## src/rtl/sbrp_fifo.sv

```systemverilog
module sbrp_fifo #(
  parameter int unsigned WIDTH = 4,
  parameter int unsigned DEPTH = 4
) (
  input  logic             clk_i,
  input  logic             rst_ni,
  input  logic             push_i,
  input  logic [WIDTH-1:0] wdata_i,
  input  logic             pop_i,
  output logic [WIDTH-1:0] rdata_o,
  output logic             full_o,
  output logic             empty_o
);

  localparam int unsigned PW = (DEPTH > 1) ? $clog2(DEPTH) : 1;
  localparam int unsigned CW = $clog2(DEPTH + 1);

  logic [WIDTH-1:0] mem_q [DEPTH];
  logic [PW-1:0]    wr_ptr_q, rd_ptr_q;
  logic [CW-1:0]    cnt_q;
  logic             do_push, do_pop;

  assign full_o  = (cnt_q == CW'(DEPTH));
  assign empty_o = (cnt_q == '0);
  assign do_push = push_i && !full_o;
  assign do_pop  = pop_i && !empty_o;
  assign rdata_o = mem_q[rd_ptr_q];

  // Storage
  always_ff @(posedge clk_i) begin
    if (do_push) begin
      mem_q[wr_ptr_q] <= wdata_i;
    end
  end

  // Pointers and fill count
  always_ff @(posedge clk_i or negedge rst_ni) begin
    if (!rst_ni) begin
      wr_ptr_q <= '0;
      rd_ptr_q <= '0;
      cnt_q    <= '0;
    end else begin
      if (do_push) begin
        wr_ptr_q <= (wr_ptr_q == PW'(DEPTH - 1)) ? '0 : wr_ptr_q + 1'b1;
      end
      if (do_pop) begin
        rd_ptr_q <= (rd_ptr_q == PW'(DEPTH - 1)) ? '0 : rd_ptr_q + 1'b1;
      end
      if (do_push && !do_pop) begin
        cnt_q <= cnt_q + 1'b1;
      end else if (!do_push && do_pop) begin
        cnt_q <= cnt_q - 1'b1;
      end
    end
  end

endmodule

```

## config.mk

```make
export PLATFORM = sky130hd
export DESIGN_NAME = sbrp_fifo
export DESIGN_NICKNAME = d
export VERILOG_FILES = /design/src/rtl/sbrp_fifo.sv
export SDC_FILE = /design/constraint.sdc
export NUM_CORES = 1
export LEC_CHECK = 0
export BUFFER_PORTS_ARGS = -buffer_cell sky130_fd_sc_hd__buf_2
export CAP_MARGIN = 5
export CORE_MARGIN = 5
export CORE_UTILIZATION = 55
export CTS_BUF_LIST = sky130_fd_sc_hd__clkbuf_4 sky130_fd_sc_hd__clkbuf_8
export DETAILED_ROUTE_END_ITERATION = 6
export PLACE_DENSITY = 0.77
export SYNTH_ARGS = -nofsm -noshare
export SYNTH_HDL_FRONTEND = slang
export SYNTH_SLANG_ARGS = --single-unit
```

## constraint.sdc

```tcl
create_clock -name clk_i -period 2 [get_ports clk_i]
set_input_delay 0.4 -clock clk_i [delete_from_list [all_inputs] [get_ports clk_i]]
set_output_delay 0.4 -clock clk_i [all_outputs]
set_load 0.01 [all_outputs]
```

==> flow_metrics.env <==
export IMPL_cp_arrival_ns=2.12
export IMPL_synth_avg_cell_area_um2=18.0
export IMPL_synthCells=58
export IMPL_detail_route_wl_per_cell_um=14.8
export IMPL_cp_data_required_time_ns=2.18
export IMPL_rsz0062_at_grt="yes"
export IMPL_reg2reg_depth=7
export IMPL_cts_root_buf="clkbuf_4"
export IMPL_fillers=135
export IMPL_dieArea_mm2=0.00287
export IMPL_tightest_slew_ns=0.420
export IMPL_cp_start_kind="register"
export IMPL_syn_cell_area_mm2=0.00104
export IMPL_max_freq_mhz=517
export IMPL_clock_sinks=23
export IMPL_die_width_um=53.6
export IMPL_drive_gt1_share_pct=50.6
export IMPL_yosysSeqAreaShare_pct=62.8
export IMPL_grt_max_degree=13
export IMPL_die_h_um=53.6
export IMPL_multi_input_area_um2=398
export IMPL_relSlewSlack_pct=71.9
export IMPL_cts_inserted_buffers=3
export IMPL_cts_tree="yes"
export IMPL_area_delta_synth_final_pct=20.1
export IMPL_reg2reg_from="cnt_q[1]$_DFFE_PN0P_"
export IMPL_ios=14
export IMPL_setup_tns_ns=0
export IMPL_maxSlewViolCount=0
export IMPL_grt_overflow=0
export IMPL_critPathMaxFanout=3
export IMPL_final_core_util_pct=71.1
export IMPL_status="finished, final reports clean"
export IMPL_yosysWarningCount=0
export IMPL_setup_viol=0
export IMPL_initialDrtViolationCount=3
export IMPL_synth_top_area_share_pct=46.0
export IMPL_p_int_mw=1.21
export IMPL_antenna_found_initial=0
export IMPL_io_buffers=13
export IMPL_r2r_end="cnt_q[1]$_DFFE_PN0P_"
export IMPL_dp_hpwl_mm=1.19
export IMPL_ctsLongestPathBuffers=2
export IMPL_power_density_mw_per_mm2=1410
export IMPL_netSwitchingFraction_pct=31.6
export IMPL_hold_class="input pin to register"
export IMPL_grt_usage_pct=12.8
export IMPL_hold_ws_ns=0.314
export IMPL_max_vdd_ir_drop_v=0.000924
export IMPL_period_needed_ns=1.93
export IMPL_gp_congestion=0.677
export IMPL_finalHoldViolations=0
export IMPL_p_switching_mw=0.559
export IMPL_drc_errors=0
export IMPL_grt_pass1_wl_mm=2.50
export IMPL_pwr_share_comb_pct=42.5
export IMPL_finalClockSkew_ns=0.00674
export IMPL_fin_nets=97
export IMPL_p_leak_nw=0.514
export IMPL_worstHoldStart="wdata_i[3]"
export IMPL_diodes=0
export IMPL_wirelength_mm=1.57
export IMPL_worst_setup_hold_path_clk_slew_ns=0.11
export IMPL_layout_commonest_cell="edfxtp_1"
export IMPL_power_share_sequential_pct=45.6
export IMPL_dr_pass1_iters=4
export IMPL_synth_cell_types=18
export IMPL_rows=15
export IMPL_hold_path_end="mem_q[2][3]$_DFFE_PP_"
export IMPL_cp_startpoint="cnt_q[1]$_DFFE_PN0P_"
export IMPL_syn_num_nets=73
export IMPL_crit_type="register to register"
export IMPL_min_path_cells=1
export IMPL_mostFrequentLayoutCells="16 x edfxtp_1, 13 x buf_2, 5 x ha_1, 5 x buf_4"
export IMPL_synth_top_area_cell="edfxtp_1"
export IMPL_final_antenna_net_count=0
export IMPL_seq_area_um2=659
export IMPL_period_share_pct=96.7
export IMPL_core_area_mm2=0.00176
export IMPL_cp_end_kind="register"
export IMPL_synth_area_leaders="edfxtp_1 46%, dfrtp_1 17%, mux4_2 8.6%"
export IMPL_maxCapViolCount=0
export IMPL_num_vias=526
export IMPL_post_drt_via_cell_ratio=4.96
export IMPL_clkPwrFrac_pct=11.9
export IMPL_clk_latency_ns=0.29
export IMPL_start_util_pct=59.1
export IMPL_reg2reg_setup_slack_ns=0.07
export IMPL_synth_seq_cells=23
export IMPL_grt_pass1_vias=529
export IMPL_cts_htree_levels=1
sequential cells by signal, summed over array words and instances, names as in the netlist:
signal,cells
cnt_q,3
mem_q,16
rd_ptr_q,2
wr_ptr_q,2
power by group through the flow:
stage | Combinational (mW) | Clock, mW | Sequential [mW]
2_1_floorplan | 0.523 | 0 | 0.764
3_3_place_gp | 0.646 | 0 | 0.808
3_5_place_dp | 0.667 | 0 | 0.814
4_1_cts | 0.670 | 0.219 | 0.804
5_1_grt | 0.838 | 0.248 | 0.831
6_report | 0.751 | 0.210 | 0.805
routing by layer:
metal | vias up | share of wire (%) | track usage [%] | wire length [um]
met4 | 0 | 1.2 | 5.11 | 18
met2 | 9 | 50 | 19.4 | 775
met1 | 260 | 46 | 18.1 | 719
met3 | 2 | 3.3 | 2.77 | 51
met5 | - | 0 | 0 | 0
li1 | 255 | - | - | -
synthesized netlist by cell type:
master    instances
edfxtp_1         16
dfrtp_1           7
ha_1              6
mux2_4            4
mux4_2            4
nor2_1            4
and2_1            3
inv_1             3
xor2_1            2
buf_2             1
fa_1              1
mux2_2            1
nand2_1           1
nand2b_4          1
nor2b_4           1
nor3_1            1
nor3b_4           1
xnor2_1           1
logic make-up after synthesis:
logic type / after synthesis / share of synthesized area [%]
flip-flops: 23 / 62.8
multiplexers: 9 / 15.5
adder cells (fa/ha/maj): 7 / 9.11
buffers and inverters: 4 / 1.56
AND/OR/NAND/NOR: 12 / 8.51
XOR/XNOR: 3 / 2.52
timing repair:
item,in CTS,in global routing
hold buffers,1,0
buffers inserted,0,4
hold endpoints to repair,7,0
gates resized for setup,0,8
setup endpoints to repair,0,5
final cells by class:
class	instances	share of cell area (%)
Tap cell	25	2.50
Sequential cell	23	52.6
Multi-Input combinational cell	31	31.7
Timing Repair Buffer	20	9.88
Inverter	3	0.898
Clock buffer	4	2.40
worst max-delay path: stages (launching register included):
cell and delay, ns:
dfrtp_2 0.44, buf_4 0.16, nor3b_4 0.24, nor2b_4 0.08, ha_4 0.16, inv_1 0.06, fa_2 0.42, mux2_2 0.26
how the worst max path moves through the flow:
stage,end,cells past startpoint
2_1_floorplan,cnt_q[2]$_DFFE_PN0P_,8
3_3_place_gp,cnt_q[2]$_DFFE_PN0P_,8
3_5_place_dp,cnt_q[2]$_DFFE_PN0P_,8
4_1_cts,rdata_o[0],2
5_1_grt,cnt_q[1]$_DFFE_PN0P_,7
6_report,cnt_q[1]$_DFFE_PN0P_,7
per-stage QoR:
stage | area (um2) | cells | setup WS [ns] | power (mW)
5_1_grt | 1250 | 106 | -0.0191 | 1.92
3_3_place_gp | 1150 | 97 | 0.0981 | 1.45
6_report | 1250 | 106 | 0.0655 | 1.77
2_1_floorplan | 1050 | 58 | 0.0442 | 1.29
3_5_place_dp | 1150 | 97 | 0.0364 | 1.48
4_1_cts | 1190 | 102 | 0.00596 | 1.69
Note: power is estimated with default switching activity, not from simulation.
