### src/rtl/sbrp_pkg.sv
package sbrp_pkg;

  // Input item opcodes
  typedef enum logic [1:0] {
    OP_LOAD  = 2'd0,
    OP_NODE  = 2'd1,
    OP_BEGIN = 2'd2
  } sbrp_op_e;

  // Configuration register indexes
  localparam logic CFG_NODE_COUNT    = 1'b0;
  localparam logic CFG_RETAIN_RADIUS = 1'b1;

  // Queue depths between the parts
  localparam int unsigned MID_DEPTH = 4;
  localparam int unsigned OUT_DEPTH = 2;

  typedef struct packed {
    logic [1:0]         op;
    logic [3:0]         node_index;
    logic signed [31:0] coord_x;
    logic signed [31:0] coord_y;
    logic signed [31:0] coord_z;
    logic               cost_negative;
  } sbrp_in_t;

  typedef struct packed {
    logic       keep;
    logic [5:0] dest_slot;
    logic       stop;
    logic [6:0] kept_count;
  } sbrp_out_t;

  typedef struct packed {
    logic [4:0]  node_count;
    logic [30:0] retain_radius;
  } sbrp_cfg_t;

  // Classified work handed from front to back
  typedef struct packed {
    logic is_begin;
    logic last;
    logic neg;
    logic in_range;
  } sbrp_task_t;

endpackage

### src/rtl/sbrp_back.sv
module sbrp_back #(
  parameter int unsigned BUFFER_DEPTH = 64
) (
  input  logic                 clk_i,
  input  logic                 rst_ni,
  input  sbrp_pkg::sbrp_task_t task_i,
  input  logic                 task_empty_i,
  output logic                 task_pop_o,
  output logic                 res_push_o,
  output sbrp_pkg::sbrp_out_t  res_o,
  input  logic                 res_full_i
);

  localparam int unsigned TW = $clog2(BUFFER_DEPTH + 1);

  logic          within_q, stopped_q;
  logic [TW-1:0] total_q;
  logic          produces, within_n, keep;
  logic [TW-1:0] total_n;

  // Decision for the head task
  assign produces = !task_i.is_begin && task_i.last && !stopped_q;
  assign within_n = within_q && task_i.in_range;
  assign keep     = within_n && (total_q < TW'(BUFFER_DEPTH));
  assign total_n  = keep ? total_q + 1'b1 : total_q;

  assign task_pop_o = !task_empty_i && (!produces || !res_full_i);
  assign res_push_o = !task_empty_i && produces && !res_full_i;

  assign res_o.keep       = keep;
  assign res_o.dest_slot  = keep ? 6'(total_q) : 6'd0;
  assign res_o.stop       = task_i.neg;
  assign res_o.kept_count = 7'(total_n);

  // Pass state
  always_ff @(posedge clk_i or negedge rst_ni) begin
    if (!rst_ni) begin
      within_q  <= 1'b1;
      stopped_q <= 1'b0;
      total_q   <= '0;
    end else if (task_pop_o) begin
      if (task_i.is_begin) begin
        within_q  <= 1'b1;
        stopped_q <= 1'b0;
        total_q   <= '0;
      end else if (!stopped_q) begin
        if (task_i.last) begin
          within_q  <= 1'b1;
          total_q   <= total_n;
          stopped_q <= task_i.neg;
        end else begin
          within_q  <= within_n;
        end
      end
    end
  end

endmodule

### config.mk
export PLATFORM = sky130hd
export DESIGN_NAME = sbrp_back
export DESIGN_NICKNAME = d
export VERILOG_FILES = /design/src/rtl/sbrp_pkg.sv /design/src/rtl/sbrp_back.sv
export SDC_FILE = /design/constraint.sdc
export NUM_CORES = 1
export LEC_CHECK = 0
export ABC_AREA = 1
export BUFFER_PORTS_ARGS = -buffer_cell sky130_fd_sc_hd__buf_2
export CORE_MARGIN = 3
export CORE_UTILIZATION = 42
export CTS_CLUSTER_DIAMETER = 120
export DETAILED_ROUTE_END_ITERATION = 7
export PLACE_DENSITY = 0.72
export RECOVER_POWER = 50
export SYNTH_ARGS = -nofsm -noshare
export SYNTH_HDL_FRONTEND = slang
export SYNTH_SLANG_ARGS = --single-unit
### constraint.sdc
create_clock -name clk_i -period 1.2 [get_ports clk_i]
set_input_delay 0.06 -clock clk_i [delete_from_list [all_inputs] [get_ports clk_i]]
set_output_delay 0.06 -clock clk_i [all_outputs]
set_load 0.1 [all_outputs]
==> impl_results.md, run 1 <==
* Status: did not finish
* Last stage reached: clock tree synthesis
* First Err: [ERROR DPL-0033] detailed placement checks failed during check placement.
* Post-synth EDFFs at 0
* Synth area leaders: dfrtp_1 (30%), nand2_1 (18%), inv_1 (7.2%), nor2_8 (5.9%), nor2_1 (5.0%)
* Hold_buf cts at 1
* Syn Inst Count at 93
* Ports at 25
* CTS Buf Count at 3
* Setup Buffers After CTS at 8
* Clock Tree Root: clkbuf_4
* Clk sinks at 9
* Synth cell count leaders: nand2_1 (32), inv_1 (13), nor2_1 (9)
* Syn nets at between 100 and 150
* Final RePlAce weighted congestion at 0.749
* Sequential cell area fraction in the yosys report at 0.336
* Die width at 46.1 um
* Yosys top cell by area: dfrtp_1
* Synthesis-stage register bit count at 9
* Post-synth cell types at 20
* Clock Path Buffers at 2
* Placed cells at ~140
* Synth Area per Inst at around 7.3 um2
* CTS-repair resized insts at 9
* Area of placed instances at approximately 1200 um2
* Row count at 13
* Synth Cell Area at 674 um2
* Most common cell in the synthesized netlist: nand2_1
* Top cell type's share of synthesized area at 0.297
* Die Ht at 46.1 um
* Initial Utilization at 0.482
* Hpwl dp at roughly 1600 um
* Synth Flop Type: dfrtp_1
* Yosys warning count at 0
* Post-synthesis async set-or-reset flop share at 1.00
* H-tree Lvls at 1
* Port bufs at 24
==> cell families after synthesis <==
kind of cell	share of synthesized area
and+or+nand+nor	0.412
AOI/OAI and AO/OA	0.0538
xor gates and xnor gates	0.0482
adders and majority gates	0.0371
DFF	0.336
buffers and inverters	0.113
==> metrics by stage <==
stage	TNS [ns]	setup WS, ns	util	hold WS [ns]
after floorplan	-5.18	-0.516	-	-0.236
after global placement	-1.74	-0.144	0.877	-0.0749
after detailed placement	-2.17	-0.174	0.877	-0.0768
==> run 2, diff against run 1 <==
- CORE_AREA: unset -> 3 3 64 66
- CORE_MARGIN: 3 -> unset
- CORE_UTILIZATION: 42 -> unset
- CTS_CLUSTER_DIAMETER: 120 -> unset
- DIE_AREA: unset -> 0 0 67 69
- PLACE_DENSITY: 0.72 -> unset
- PLACE_DENSITY_LB_ADDON: unset -> 0.15
- clock period: 1.2 -> 1.55 ns (I/O delays scaled with it)
==> impl_results.md, run 2 <==
* TritonCTS clock tree: yes
* Pwr Density at 627 nW/um2
* Biggest regs: total_q x7, stopped_q x1, within_q x1
* Post-synthesis async set-or-reset flop share at 1.00
* Post-synth cell types at 20
* Largest net degree at the start of global routing at 10
* Overall routing resource usage at 0.0916
* Top cell type's share of synthesized area at 0.297
* Reg with most FFs: total_q
* Most frequent cells in the layout: nand2_1 (30), buf_12 (16), inv_1 (13), buf_2 (7), dfrtp_1 (7)
* Yosys top cell by area: dfrtp_1
* Synthesis-stage register bit count at 9
* Syn Inst Count at between 90 and 100
* Clock Tree Root: clkbuf_8
* Crit path max fanout at 7
* Leakage at between 0.6 and 0.7 nW
* Port bufs at 24
* Hpwl dp at approximately 1400 um
* Layout Nets at about 140
* Slew margin rel. at 0.225
* DRT iter0 DRCs at 22
* Post-route ant nets at 0
* Initial Utilization at 0.186
* Max IR drop VDD at roughly 260 uV
* Crit path largest cell delay at around 0.55 ns
* Status: finished with violations
* Ports at 25
* Power, Total at around 0.00086 W
* Skew-Pair Late Insertion Delay at 0.23 ns
* Initial antenna violation count at 0
* Routed len/inst at 10.9 um
* WS Path Type: register to output pin
* Sequential cell area fraction in the yosys report at 0.336
* Data arrival, critical path at approximately 1.6 ns
* Reg clk slew, reported paths at about 0.050 ns
* Count of pins over their slew limit at 0
* TritonRoute pass-1 iters at 3
* CP endpoint kind: output pin
* Most frequent CP cell: buf_12
* Row count at 22
* Synth cell count leaders: nand2_1 (32), inv_1 (13), nor2_1 (9)
* Slew @ Worst Pin at 1.17 ns
* Period utilization at 1.08
* Synth Area per Inst at 7.25 um2
* Post-route setup slack at -0.123 ns
* Synth Flop Type: dfrtp_1
* CTS Buf Count at 3
* Max-cap violation count at 0
* Clk sinks at 9
* Clock Skews at between 0.002 and 0.0025 ns
* Die width at around 67 um
* Clock Path Buffers at 2
* Failing checks: setup timing
* Max reg flops at 7
* Synth area leaders: dfrtp_1 (30%), nand2_1 (18%), inv_1 (7.2%), nor2_8 (5.9%), nor2_1 (5.0%)
* Synth Cell Area at slightly below 700 um2
* Max Freq at around 600 MHz
* Most common cell in the synthesized netlist: nand2_1
* Crit path launch type: register
* Share of layout cells above drive strength 1 at 0.473
* Post-route minimum period at between 1.5 and 2 ns
* First-pass GRT wire length at roughly 3200 um
* DR vias/cell at slightly below 4
* Setup WS pre-CTS at about 0.049 ns
* WP data required at between 1 and 1.5 ns
* Vias in the first global route at 725
* DR DRC count at 0
* Vias at 699
* Die Area at about 4600 um2
* Final Hold Viols at 0
* H-tree Lvls at 1
* Most common cell after layout, fill and taps aside: nand2_1
* Worst-path cell chain: nand2_4 -> nor2_8 -> buf_12 -> nand2_8 -> xor2_4 -> buf_12
* Grt ovf at 0
* # setup viols final at 12
* Final wirelength at roughly 2000 um
* Post-synth EDFFs at 0
* Die Ht at ~69 um
* Highest-delay cell along the critical path: dfstp_2
* Yosys warning count at 0
* Antenna cells at 0
* Syn nets at 103
* RSZ-0062 raised after global routing: yes
* Post-synthesis to final-layout area growth at 104%
* Final RePlAce weighted congestion at approximately 0.77
* Min-Delay Path Class: input pin to register
* Core ar. at between 3000 and 4000 um2
[run 2: cell counts after synthesis]
Identical to the previous run, type by type.
[run 2: worst max-delay path: cells and delay by family, from the launching register on]
family / cells / cell delay [ns]
simple gates: 3 / 0.30
buf+inv: 2 / 0.35
flops: 1 / 0.55
xor+xnor: 1 / 0.16
[run 2: cell families after synthesis]
| logic type | share of synthesized area |
|---|---|
| xor gates and xnor gates | 0.0482 |
| adders and majority gates | 0.0371 |
| buffers and inverters | 0.113 |
| AOI/OAI and AO/OA | 0.0538 |
| DFF | 0.336 |
| and+or+nand+nor | 0.412 |
[run 2: metal layers]
metal	vias up	share of wire	wire length, um	track usage
met5	-	0	0	0
met4	0	0.015	30	0.0473
met3	2	0.031	60	0.0147
met2	13	0.53	1040	0.143
met1	327	0.42	831	0.119
li1	357	-	-	-
[run 2: layout make-up]
cell class / instances / area [um2]
tap: 48 / 60.1
inverter: 15 / 61.3
clock buffer: 4 / 45.0
sequential: 9 / 228
timing repair buffer: 36 / 463
fill: 389 / 2260
multi-input combinational: 67 / 517
[run 2: worst paths after layout]
| kind | from | endpoint | slack, ns | depth (start not counted) |
|---|---|---|---|---|
| max in group asynchronous | rst_ni | total_q[0] | 0.79 | 2 |
| worst max-delay path | within_q | res_o[2] | -0.12 | 6 |
| worst min register to register | within_q | within_q | 0.48 | 2 |
| min in group asynchronous | rst_ni | total_q[3] | 0.36 | 2 |
| worst max register to register | within_q | total_q[2] | 0.04 | 8 |
| worst min-delay path | task_i[3] | stopped_q | 0.14 | 4 |
[run 2: per-stage QoR]
step / area (um2) / setup TNS [ns] / hold WS (ns) / cells / util
6_report: 1370 / -0.654 / 0.136 / 179 / 0.378
5_1_grt: 1370 / -1.41 / 0.186 / 179 / 0.378
4_1_cts: 1320 / -1.06 / 0.133 / 177 / 0.362
3_5_place_dp: 1150 / 0 / -0.0469 / 165 / 0.316
3_3_place_gp: 1150 / 0 / -0.0523 / 165 / 0.316
2_1_floorplan: 743 / -1.08 / -0.218 / 93 / -
[run 2: power breakdown]
group	total (W)	switching, W	leakage (nW)	internal, W
clock	0.000280	0.0000999	0.0228	0.000180
combinational	0.000323	0.000204	0.496	0.000119
sequential	0.000258	0.0000108	0.120	0.000247
[run 2: what timing repair did]
item / in CTS / in global routing
buffers inserted: 7 / 2
hold endpoints to repair: 9 / 0
hold buffers: 1 / 0
gates resized for setup: 10 / 9
pin swaps: 5 / 6
setup endpoints to repair: 12 / 14
Power figures use the tool's default switching activity.
==> run 3, diff against run 2 <==
- CTS_CLUSTER_DIAMETER: unset -> 200
- SKIP_LAST_GASP: unset -> 1
==> impl_results.md, run 3 (synthesis gave the netlist of run 2 again) <==
* Vias in the first global route at 726
* Port bufs at 24
* Critical Path Source: within_q
* Max reg flops at 7
* Max Freq at around 600 MHz
* Post-synthesis to final-layout area growth at 102%
* Reg with most FFs: total_q
* Failing checks: setup timing
* Vias at 696
* Placed cells at around 170
* Post-route ant nets at 0
* Largest net degree at the start of global routing at 10
* Die Area at around 4600 um2
* Max IR drop VDD at between 200 and 300 uV
* Share of layout cells above drive strength 1 at 0.481
* Skew-Pair Late Insertion Delay at between 0.2 and 0.25 ns
* Routed len/inst at around 11 um
* Final core occ at 0.374
* # setup viols final at 11
* Initial Utilization at 0.186
* Clock power share at 0.323
* Fillers at 393
* RSZ-0062 raised after global routing: yes
* Highest-delay cell along the critical path: dfstp_2
* Worst reg2reg path depth at 8
* Antenna cells at 0
* Die Ht at between 60 and 70 um
* CP Buf/Inv Count at 2
* Slew @ Worst Pin at about 1.2 ns
* Period utilization at 1.08
* TritonCTS clock tree: yes
* Top Family by Delay on Critical Path: flip-flops
* Most frequent CP cell: buf_12
* Grt ovf at 0
* CP endpoint kind: output pin
* CTS Buf Count at 3
* Clock Skews at ~0.004 ns
* WP depth at 6
* Reg clk slew, reported paths at approximately 0.050 ns
* First-pass GRT wire length at approximately 3200 um
* Final Hold Viols at 0
* Final RePlAce weighted congestion at 0.772
* Status: finished with violations
* FF-to-FF End: total_q[2]
* Most frequent cells in the layout: nand2_1 (29), buf_12 (16), inv_1 (13), buf_2 (7), dfrtp_1 (7)
* Overall routing resource usage at 0.0909
* Biggest regs: total_q x7, stopped_q x1, within_q x1
* Setup WS pre-CTS at 0.0488 ns
* Post-route minimum period at 1.67 ns
* Reg area at 228 um2
* Clock Tree Root: clkbuf_8
* FF-to-FF setup slack at ~0.030 ns
* Max-cap violation count at 0
* Die width at roughly 67 um
* WS Path Type: register to output pin
* TritonRoute pass-1 iters at 3
* Sw Ratio at 0.363
* Leakage at approximately 0.64 nW
* Crit path launch type: register
* Clock Path Buffers at 2
* Hpwl dp at 1440 um
* HP Start: task_i[3]
* DRT iter0 DRCs at 17
* Layout Nets at between 100 and 150
* P_int at 0.000545 W
* Slew margin rel. at 0.225
* Crit path largest cell delay at between 0.5 and 0.6 ns
* Row count at 22
* Data arrival, critical path at around 1.6 ns
* Crit path max fanout at 7
* Setup_tns at -0.642 ns
* Worst-path cell chain: nand2_4 -> nor2_8 -> buf_12 -> nand2_8 -> xor2_4 -> buf_12
* Final wirelength at 1950 um
* Reg2reg start: within_q
* Initial antenna violation count at 0
* Count of pins over their slew limit at 0
* WP data required at 1.47 ns
* Flop pwr share at 0.301
* H-tree Lvls at 1
* Pwr Density at roughly 630 nW/um2
* Clk sinks at 9
* Post-route setup slack at -0.122 ns
* Switching power at between 0.0003 and 0.0004 W
* Multi-input combinational cell area at a little over 500 um2
* Area of placed instances at 1150 um2
* Combinational power share at 0.376
* Min-Delay Path Class: input pin to register
* Worst Setup EP: res_o[2]
* Non-Filler Instances at 179
* Final Cell Area at between 1000 and 1500 um2
* DR vias/cell at between 3 and 4
* Core ar. at 3630 um2
* Most common cell after layout, fill and taps aside: nand2_1
* DR DRC count at 0
* Ports at 25
[run 3: final cells by class]
type,count,area share
Timing Repair Buffer,36,0.340
Tap cell,48,0.0442
Clock buffer,4,0.0331
Multi-Input combinational cell,67,0.370
Sequential cell,9,0.167
Inverter,15,0.0451
[run 3: timing repair]
action                                  in CTS  in global routing
endpoints found under the hold margin        9                  0
setup buffers                                7                  2
endpoints found under the setup margin      12                 15
pin swaps                                    4                  6
hold buffers                                 1                  0
gates resized for setup                      9                  8
[run 3: how the worst min path moves through the flow]
stage | endpoint | slack [ns] | depth (start not counted)
2_1_floorplan | stopped_q | -0.22 | 0
3_3_place_gp | stopped_q | -0.05 | 1
3_5_place_dp | stopped_q | -0.05 | 1
4_1_cts | stopped_q | 0.13 | 4
5_1_grt | stopped_q | 0.19 | 4
6_report | stopped_q | 0.14 | 4
[run 3: per-stage QoR]
| stage | power, W | hold slack, ns |
|---|---|---|
| floorplan | 0.000444 | -0.218 |
| global placement | 0.000521 | -0.0523 |
| detailed placement | 0.000523 | -0.0469 |
| CTS | 0.000861 | 0.133 |
| global route | 0.000905 | 0.186 |
| finish | 0.000855 | 0.140 |
[run 3: worst min-delay path, stage by stage]
cell and delay [ns]:
buf_2 0.09, a21oi_1 0.04, nand2_1 0.05, o21ai_0 0.07
[run 3: routing by layer]
metal  wire length (um)  share of wire  track usage
met1                845           0.43        0.117
met2               1010           0.52        0.143
met3                 60          0.031       0.0147
met4                 30          0.015       0.0473
met5                  0              0            0
[run 3: power by group through the flow]
stage          logic, W  clock network, W  registers, W
5_1_grt        0.000342          0.000305      0.000258
3_3_place_gp   0.000262                 0      0.000259
6_report       0.000321          0.000276      0.000257
2_1_floorplan  0.000186                 0      0.000258
4_1_cts        0.000318          0.000287      0.000256
3_5_place_dp   0.000264                 0      0.000259
==> run 4, diff against run 3 <==
--- a/config.mk
+++ b/config.mk
@@ -10,3 +10,3 @@
 export CORE_AREA = 3 3 64 66
-export CTS_CLUSTER_DIAMETER = 200
+export CTS_CLUSTER_DIAMETER = 100
 export DETAILED_ROUTE_END_ITERATION = 7
==> constraint.sdc (replaced) <==
create_clock -name clk_i -period 2 [get_ports clk_i]
set_input_delay 0.2 -clock clk_i [delete_from_list [all_inputs] [get_ports clk_i]]
set_output_delay 0.2 -clock clk_i [all_outputs]
set_load 0.1 [all_outputs]
==> impl_results.md, run 4 (synthesis gave the netlist of run 2 again) <==
* Max Freq at 535 MHz
* DRT iter0 DRCs at 16
* Die Ht at between 60 and 70 um
* Slew margin rel. at 0.229
* Status: complete, no violations
* Fillers at 417
* Skew-Pair Late Insertion Delay at 0.24 ns
* Count of pins over their slew limit at 0
* TritonCTS clock tree: yes
* Largest net degree at the start of global routing at 11
* Max reg flops at 7
* Crit path launch type: register
* Final Hold Viols at 0
* WP data required at 1.80 ns
* Hpwl dp at around 1500 um
* Min-Delay Path Class: input pin to register
* Clk sinks at 9
* H-tree Lvls at 1
* DR vias/cell at just under 4
* Initial antenna violation count at 0
* Setup WS pre-CTS at between 0.3 and 0.4 ns
* Routed len/inst at ~11 um
* Leakage at roughly 0.5 nW
* Max IR drop VDD at around 190 uV
* Final wirelength at approximately 1800 um
* Port bufs at 24
* First-pass GRT wire length at approximately 3100 um
* Grt ovf at 0
* Pwr Density at a little under 600 nW/um2
* Met3 wire length at about 120 um
* Most common cell after layout, fill and taps aside: nand2_1
* Core ar. at between 3000 and 4000 um2
* Post-synthesis to final-layout area growth at 44.3%
* Vias in the first global route at around 660
* CTS Buf Count at 3
* DR DRC count at 0
* Highest-delay cell along the critical path: dfstp_2
* Max-cap violation count at 0
* Ports at 25
* Initial Utilization at 0.186
* Row count at 22
* Post-route setup slack at around 0.13 ns
* WL met1 at between 800 and 900 um
* Setup Buffers After CTS at 0
* Vias at approximately 660
* TritonRoute pass-1 iters at 4
* Reg clk slew, reported paths at roughly 0.05 ns
* Die width at around 67 um
* Worst-path cell chain: nand2_2 -> nor2_8 -> ha_1 -> buf_2
* Met2 WL at between 800 and 900 um
* Slew @ Worst Pin at ~1.2 ns
* CP endpoint kind: output pin
* # setup viols final at 0
* Die Area at roughly 4600 um2
* Antenna cells at 0
* Biggest regs: total_q x7, stopped_q x1, within_q x1
* Data arrival, critical path at roughly 1.7 ns
* RSZ-0062 raised after global routing: no
* Period utilization at 0.935
* Reg with most FFs: total_q
* Crit path largest cell delay at roughly 0.53 ns
* Post-route ant nets at 0
* FF-to-FF setup slack at approximately 0.66 ns
* Overall routing resource usage at 0.0881
* Clock Skews at approximately 0.0039 ns
* Share of layout cells above drive strength 1 at 0.308
* Clock Tree Root: clkbuf_8
* WS Path Type: register to output pin
* Top Layer Used: met4
* Final RePlAce weighted congestion at 0.815
* Setup_tns at 0 ns
* Layout Nets at around 130
* Post-route minimum period at 1.87 ns
* Crit path max fanout at 10
* Most frequent cells in the layout: nand2_1 (32), buf_2 (17), inv_1 (13), nor2_1 (9), dfrtp_1 (8)
* Clock Path Buffers at 2
-- run 4: power by group --
| part | total (W) | leakage (nW) | internal [W] | switching, W |
|---|---|---|---|---|
| combinational | 0.000161 | 0.367 | 0.0000293 | 0.000131 |
| sequential | 0.000197 | 0.121 | 0.000191 | 0.00000584 |
| clock | 0.000217 | 0.0255 | 0.000137 | 0.0000805 |
-- run 4: what timing repair did --
action                                  CTS  global route
gates resized for setup                   0             1
hold buffers                              1             0
hold endpoints to repair                  8             0
endpoints found under the setup margin    0             1
-- run 4: layout make-up --
cell class	instances	area (um2)	share of cell area
Clock buffer	3	41.3	0.0424
Clock inverter	1	5.00	0.00514
Inverter	15	61.3	0.0630
Tap cell	48	60.1	0.0617
Timing Repair Buffer	25	190	0.195
Sequential cell	9	226	0.233
Multi-Input combinational cell	67	389	0.400
-- run 4: stage by stage --
stage / hold slack, ns / instance area [um2] / utilization / instances / power (W)
finish: 0.258 / 973 / 0.268 / 168 / 0.000575
global placement: 0.0726 / 926 / 0.255 / 163 / 0.000361
floorplan: -0.0956 / 701 / - / 93 / 0.000335
global route: 0.275 / 973 / 0.268 / 168 / 0.000610
detailed placement: 0.0754 / 926 / 0.255 / 163 / 0.000363
CTS: 0.255 / 982 / 0.270 / 168 / 0.000593
-- run 4: worst max-delay path, delay by kind of cell, from the launching register on --
family,cells,cell delay [ns]
flip-flops,1,0.53
buffers and inverters,1,0.42
adder cells (fa/ha/maj),1,0.18
AND/OR/NAND/NOR,2,0.28
-- run 4: routing by layer --
layer	GRT usage	up-vias
met5	0	-
met4	0.0360	0
met3	0.0326	4
met2	0.138	15
met1	0.107	296
li1	-	342
-- run 4: final timing paths --
check	startpoint	endpoint	cells after the start
setup / recovery	within_q	res_o[0]	4
hold / removal	task_i[3]	stopped_q	4
setup reg to reg	within_q	total_q[3]	6
hold reg to reg	within_q	within_q	2
max in group asynchronous	rst_ni	within_q	2
min in group asynchronous	rst_ni	stopped_q	2
